--- config.mk ---
export PLATFORM = sky130hd
export DESIGN_NAME = tcw_ctrl
export DESIGN_NICKNAME = d
export VERILOG_FILES = /design/src/rtl/core/tcw_pkg.sv /design/src/rtl/core/tcw_ctrl.sv
export SDC_FILE = /design/constraint.sdc
export NUM_CORES = 1
export LEC_CHECK = 0
export ABC_AREA = 1
export BUFFER_PORTS_ARGS = -buffer_cell sky130_fd_sc_hd__buf_2
export CORE_AREA = 5 5 42 44
export CTS_CLUSTER_SIZE = 8
export DETAILED_ROUTE_END_ITERATION = 6
export DIE_AREA = 0 0 47 49
export MAX_ROUTING_LAYER = met4
export SLEW_MARGIN = 15
export SYNTH_ARGS = -nofsm -noshare
export SYNTH_HDL_FRONTEND = slang
export SYNTH_SLANG_ARGS = --single-unit
--- constraint.sdc ---
create_clock -name clock -period 1.4 [get_ports clock]
set_input_delay 0.14 -clock clock [delete_from_list [all_inputs] [get_ports clock]]
set_output_delay 0.14 -clock clock [all_outputs]
set_load 0.05 [all_outputs]
--- src/rtl/core/tcw_pkg.sv ---
// ----------------------------------------------------------------------------
// tcw_pkg
// Shared types and constants for the text console cell writer: transaction
// payloads, register indexes, item codes and the controller/datapath links.
// ----------------------------------------------------------------------------
package tcw_pkg;

   // Default screen store geometry.
   localparam int MAX_COLS_DEF = 80;
   localparam int MAX_ROWS_DEF = 25;

   // Field widths.
   localparam int FUNC_W  = 2;
   localparam int CHAR_W  = 8;
   localparam int ROW_W   = 5;
   localparam int COL_W   = 7;
   localparam int COLOR_W = 4;
   localparam int CELL_W  = 16;
   localparam int CSR_IDX_W  = 2;
   localparam int CSR_DATA_W = 7;

   // Cell layout.
   localparam int FG_SHIFT = 8;
   localparam int BG_SHIFT = 12;

   // Item codes.
   localparam logic [FUNC_W-1:0] FUNC_PRINT   = 2'd0;
   localparam logic [FUNC_W-1:0] FUNC_NEWLINE = 2'd1;
   localparam logic [FUNC_W-1:0] FUNC_READ    = 2'd2;

   // Register indexes.
   localparam logic [CSR_IDX_W-1:0] CSR_FG_COLOR      = 2'd0;
   localparam logic [CSR_IDX_W-1:0] CSR_BG_COLOR      = 2'd1;
   localparam logic [CSR_IDX_W-1:0] CSR_SCREEN_WIDTH  = 2'd2;
   localparam logic [CSR_IDX_W-1:0] CSR_SCREEN_HEIGHT = 2'd3;

   // Register reset values.
   localparam logic [COLOR_W-1:0] FG_COLOR_RST      = 4'd15;
   localparam logic [COLOR_W-1:0] BG_COLOR_RST      = 4'd0;
   localparam logic [COL_W-1:0]   SCREEN_WIDTH_RST  = 7'd80;
   localparam logic [ROW_W-1:0]   SCREEN_HEIGHT_RST = 5'd25;

   typedef struct packed {
      logic [FUNC_W-1:0] func;
      logic [CHAR_W-1:0] char_code;
      logic [ROW_W-1:0]  read_row;
      logic [COL_W-1:0]  read_col;
   } req_type;

   typedef struct packed {
      logic              status;
      logic [ROW_W-1:0]  cursor_row;
      logic [COL_W-1:0]  cursor_col;
      logic [CELL_W-1:0] cell_value;
   } rsp_type;

   // Commands from the controller to the datapath.
   typedef struct packed {
      logic init_step;
      logic load;
      logic calc;
      logic exec;
      logic copy_step;
      logic clear_step;
   } cmd_type;

   // Status from the datapath to the controller.
   typedef struct packed {
      logic init_done;
      logic need_scroll;
      logic copy_done;
      logic clear_done;
   } stat_type;

endpackage

--- src/rtl/core/tcw_ctrl.sv ---
// ----------------------------------------------------------------------------
// tcw_ctrl
// Sequencer for the cell writer: reset clearing pass, item decode and
// execute, scroll copy and bottom row clear, and the response cycle.
// ----------------------------------------------------------------------------
module tcw_ctrl (
   input  logic               clock,
   input  logic               reset,
   input  logic               start,
   input  tcw_pkg::stat_type  stat,
   output logic               busy,
   output logic               rsp_valid,
   output tcw_pkg::cmd_type   cmd
);

   typedef enum logic [6:0] {
      ST_INIT  = 7'b0000001,
      ST_IDLE  = 7'b0000010,
      ST_CALC  = 7'b0000100,
      ST_EXEC  = 7'b0001000,
      ST_COPY  = 7'b0010000,
      ST_CLEAR = 7'b0100000,
      ST_RESP  = 7'b1000000
   } state_type;

   state_type state_ff, state_in;

   always_ff @(posedge clock) begin
      if (reset) begin
         state_ff <= ST_INIT;
      end else begin
         state_ff <= state_in;
      end
   end

   always_comb begin
      state_in = state_ff;
      cmd      = '0;
      case (state_ff)
         ST_INIT: begin
            cmd.init_step = 1'b1;
            if (stat.init_done) state_in = ST_IDLE;
         end
         ST_IDLE: begin
            if (start) begin
               cmd.load = 1'b1;
               state_in = ST_CALC;
            end
         end
         ST_CALC: begin
            cmd.calc = 1'b1;
            state_in = ST_EXEC;
         end
         ST_EXEC: begin
            cmd.exec = 1'b1;
            state_in = stat.need_scroll ? ST_COPY : ST_RESP;
         end
         ST_COPY: begin
            cmd.copy_step = 1'b1;
            if (stat.copy_done) state_in = ST_CLEAR;
         end
         ST_CLEAR: begin
            cmd.clear_step = 1'b1;
            if (stat.clear_done) state_in = ST_RESP;
         end
         ST_RESP: begin
            state_in = ST_IDLE;
         end
         default: begin
            state_in = ST_INIT;
         end
      endcase
   end

   assign busy      = (state_ff != ST_IDLE);
   assign rsp_valid = (state_ff == ST_RESP);

endmodule

==> reports/results.ini <==
[min_path]
hold_path.class=in -> reg

[timing]
finalCritPeriodShare=1.028
final.setup.worst_slack_ns=-0.03964
slew_headroom=0.8316
fin_skew_ns=0.002753
timing_hold_violations_final=0
fin_setup_tns_ns=-0.1020
max_freq_mhz=694.6
rsz0062_at_grt=true
worst_pin_slew_ns=0.2516
slew_violations=0
setup_violations=5
period_minus_slack_ns=1.440
hold_slack_ns=0.09692

[detailed_routing]
vias=539
via_per_inst=4.687
drtIter0Drc=6
totalWireLength_um=1233
ant_nets=0
drc=0
wl_per_cell_um=10.72
drt_first_pass_iters=2

[synth]
synth_area_um2=488.0
yosys-top-cells-count=nand2_1, nor2_1, inv_1, dfxtp_1, inv_2
syn_nets=77
synthArstFlopShare=0
ys_types=20
synthFlopType=dfxtp_1
synth_most_common_cell=nand2_1
synth_top_area_frac=0.2872
synth_warnings=0
syn_inst=70
synth_edf_count=0
yosysSeqAreaShare=0.2872
synth_area_leaders=dfxtp_1, nand2_1, nor2_4
ys_ff_latch=7
avgSynthCellArea_um2=6.971
post-synth-top-area-cell=dfxtp_1

[finish]
nets=107
fill_cells=133
seq_area_um2=148.9
largestRegisters=state_ff (7)
largest_register=state_ff
diodes=0
multi_input_area_um2=357.8
finish.utilization=0.5875
largest_reg_flops=7
syn2layout_area_growth_pct=68.72
finalNonFillerCells=115
drive_gt1_frac=0.6970

[setup_path]
crit_type=reg -> out
critical_path_required_ns=1.26
critPathMaxFanout=5
path_cells=inv_2, nand2_2, nor2_4, buf_4, and2_4, buf_8
cp_num_buf_inv=3
cp.arrival_ns=1.30
cpPeakStageDelay_ns=0.31
critPathTopFamily=buffers and inverters
cp-end-kind=output pin
critPathLaunchType=flop
critPathSlowestCell=dfxtp_2

[global_route]
grt-ovfl-total=0
grt_max_degree=7
antenna_found_initial=0
grt_pass1_wl_um=1938
grt_pass1_vias=496
grt_use_total=0.1236

[pwr]
pwr-share-clk=0.134
power.internal_uw=752.1
p_seq_frac=0.206
powerDensity_nw_per_um2=1683
swShare=0.4571
p_leak_nw=0.4100
totalPowerFinal_mw=1.386
combPwrFrac=0.660
p_sw_uw=633.4
ir_worst_vdd_mv=0.6651

[job]
drv_cap=0

[placed_design]
port_buffers=14
placed_cells=100
hpwl_um=918
gp_congestion=0.7970

[floorplanning]
core-area_um2=1401
fp.dieH_um=49
die_x_um=47
die-area_um2=2303
start_util=0.3482
boundaryPins=15
std_cell_rows=14

[clock_tree]
cts_root_buffer=clkbuf_4
cts_num_sinks=7
htree_levels=1
cts_buffers=3
cts_buffer_depth=2
clock_latency_ns=0.25
cts_tree=yes
cts.clk_slew.worst_paths_ns=0.05
cts_hold_buf=0

[outcome]
run_status=complete, but fails checks
violations=setup timing

[placed cells by master, fill, tap and decap left out]
cell type / instances
dfxtp_1: 2
nand2_4: 3
o21ai_1: 1
nor3_4: 1
nand3_4: 1
nand2_1: 8
buf_6: 6
nor2_1: 5
nand3_1: 4
inv_2: 9
and2_4: 1
nand3b_1: 1
a21oi_1: 1
nor2_2: 5
nand2_2: 7
nand4_1: 1
dfxtp_4: 1
clkbuf_4: 3
buf_4: 10
clkbuf_1: 1
nand3_2: 1
nor3_2: 1
inv_1: 5
nor2_4: 5
buf_8: 3
nand4_4: 1
nor3_1: 1
dfxtp_2: 4
buf_2: 6
o21bai_2: 1
[area by class of cell]
type | count | area share
timing repair buffer | 25 | 0.2644
inverter | 14 | 0.06383
clock buffer | 4 | 0.03191
sequential | 7 | 0.1809
tap | 16 | 0.02432
multi-input combinational | 49 | 0.4347
[through the flow]
stage | setup WS (ns) | instance area (um^2)
after floorplan | -0.1050 | 501.7
after global placement | 0.1481 | 591.8
after detailed placement | 0.1309 | 591.8
after CTS | -0.05842 | 723.2
after global routing | -0.1210 | 823.3
final | -0.03964 | 823.3
[worst register-to-register path: stages, from the launching register on]
cell     delay (ns)
dfxtp_4        0.35
inv_2          0.04
nand2_2        0.07
nor2_4         0.05
buf_4          0.14
buf_6          0.10
buf_4          0.13
nand3_4        0.08
nand2_4        0.05
nor2_4         0.14
nand2_2        0.07
nand2_2        0.06
nor2_2         0.03
[layer usage]
metal / track usage / vias to the layer above / wire, um
met5: - / - / 0
met4: 0.1106 / 0 / 49
met3: 0.02214 / 5 / 35
met2: 0.1810 / 12 / 644
met1: 0.1347 / 245 / 503
li1: - / 277 / -
[final timing paths]
kind	from	endpoint	slack [ns]	cells after the start
min reg2reg	state_ff[5]$_SDFFE_PP0P_	state_ff[5]$_SDFFE_PP0P_	0.52	2
min	reset	state_ff[4]$_SDFFE_PP0P_	0.1	2
max	state_ff[4]$_SDFFE_PP0P_	cmd[5]	-0.04	6
max reg2reg	state_ff[5]$_SDFFE_PP0P_	state_ff[1]$_SDFFE_PP0P_	-0.03	12
[logic make-up after synthesis]
family / after synthesis / share of synthesized area
compound gates: 3 / 0.04357
buf+inv: 14 / 0.1077
flops: 7 / 0.2872
simple gates: 46 / 0.5616
[power by group through the flow]
stage / clock network (mW) / logic (mW) / registers, mW
after global routing: 0.211 / 0.983 / 0.292
final: 0.185 / 0.915 / 0.285
after global placement: 0 / 0.644 / 0.277
after floorplan: 0 / 0.545 / 0.272
after detailed placement: 0 / 0.646 / 0.281
after CTS: 0.191 / 0.762 / 0.279
[repair_timing]
action / CTS / global route
endpoints found under the setup margin: 8 / 10
endpoints found under the hold margin: 0 / 0
setup buffers: 3 / 8
pin swaps: 4 / 9
gates resized for setup: 26 / 16
Note: power is estimated with default switching activity, not from simulation.
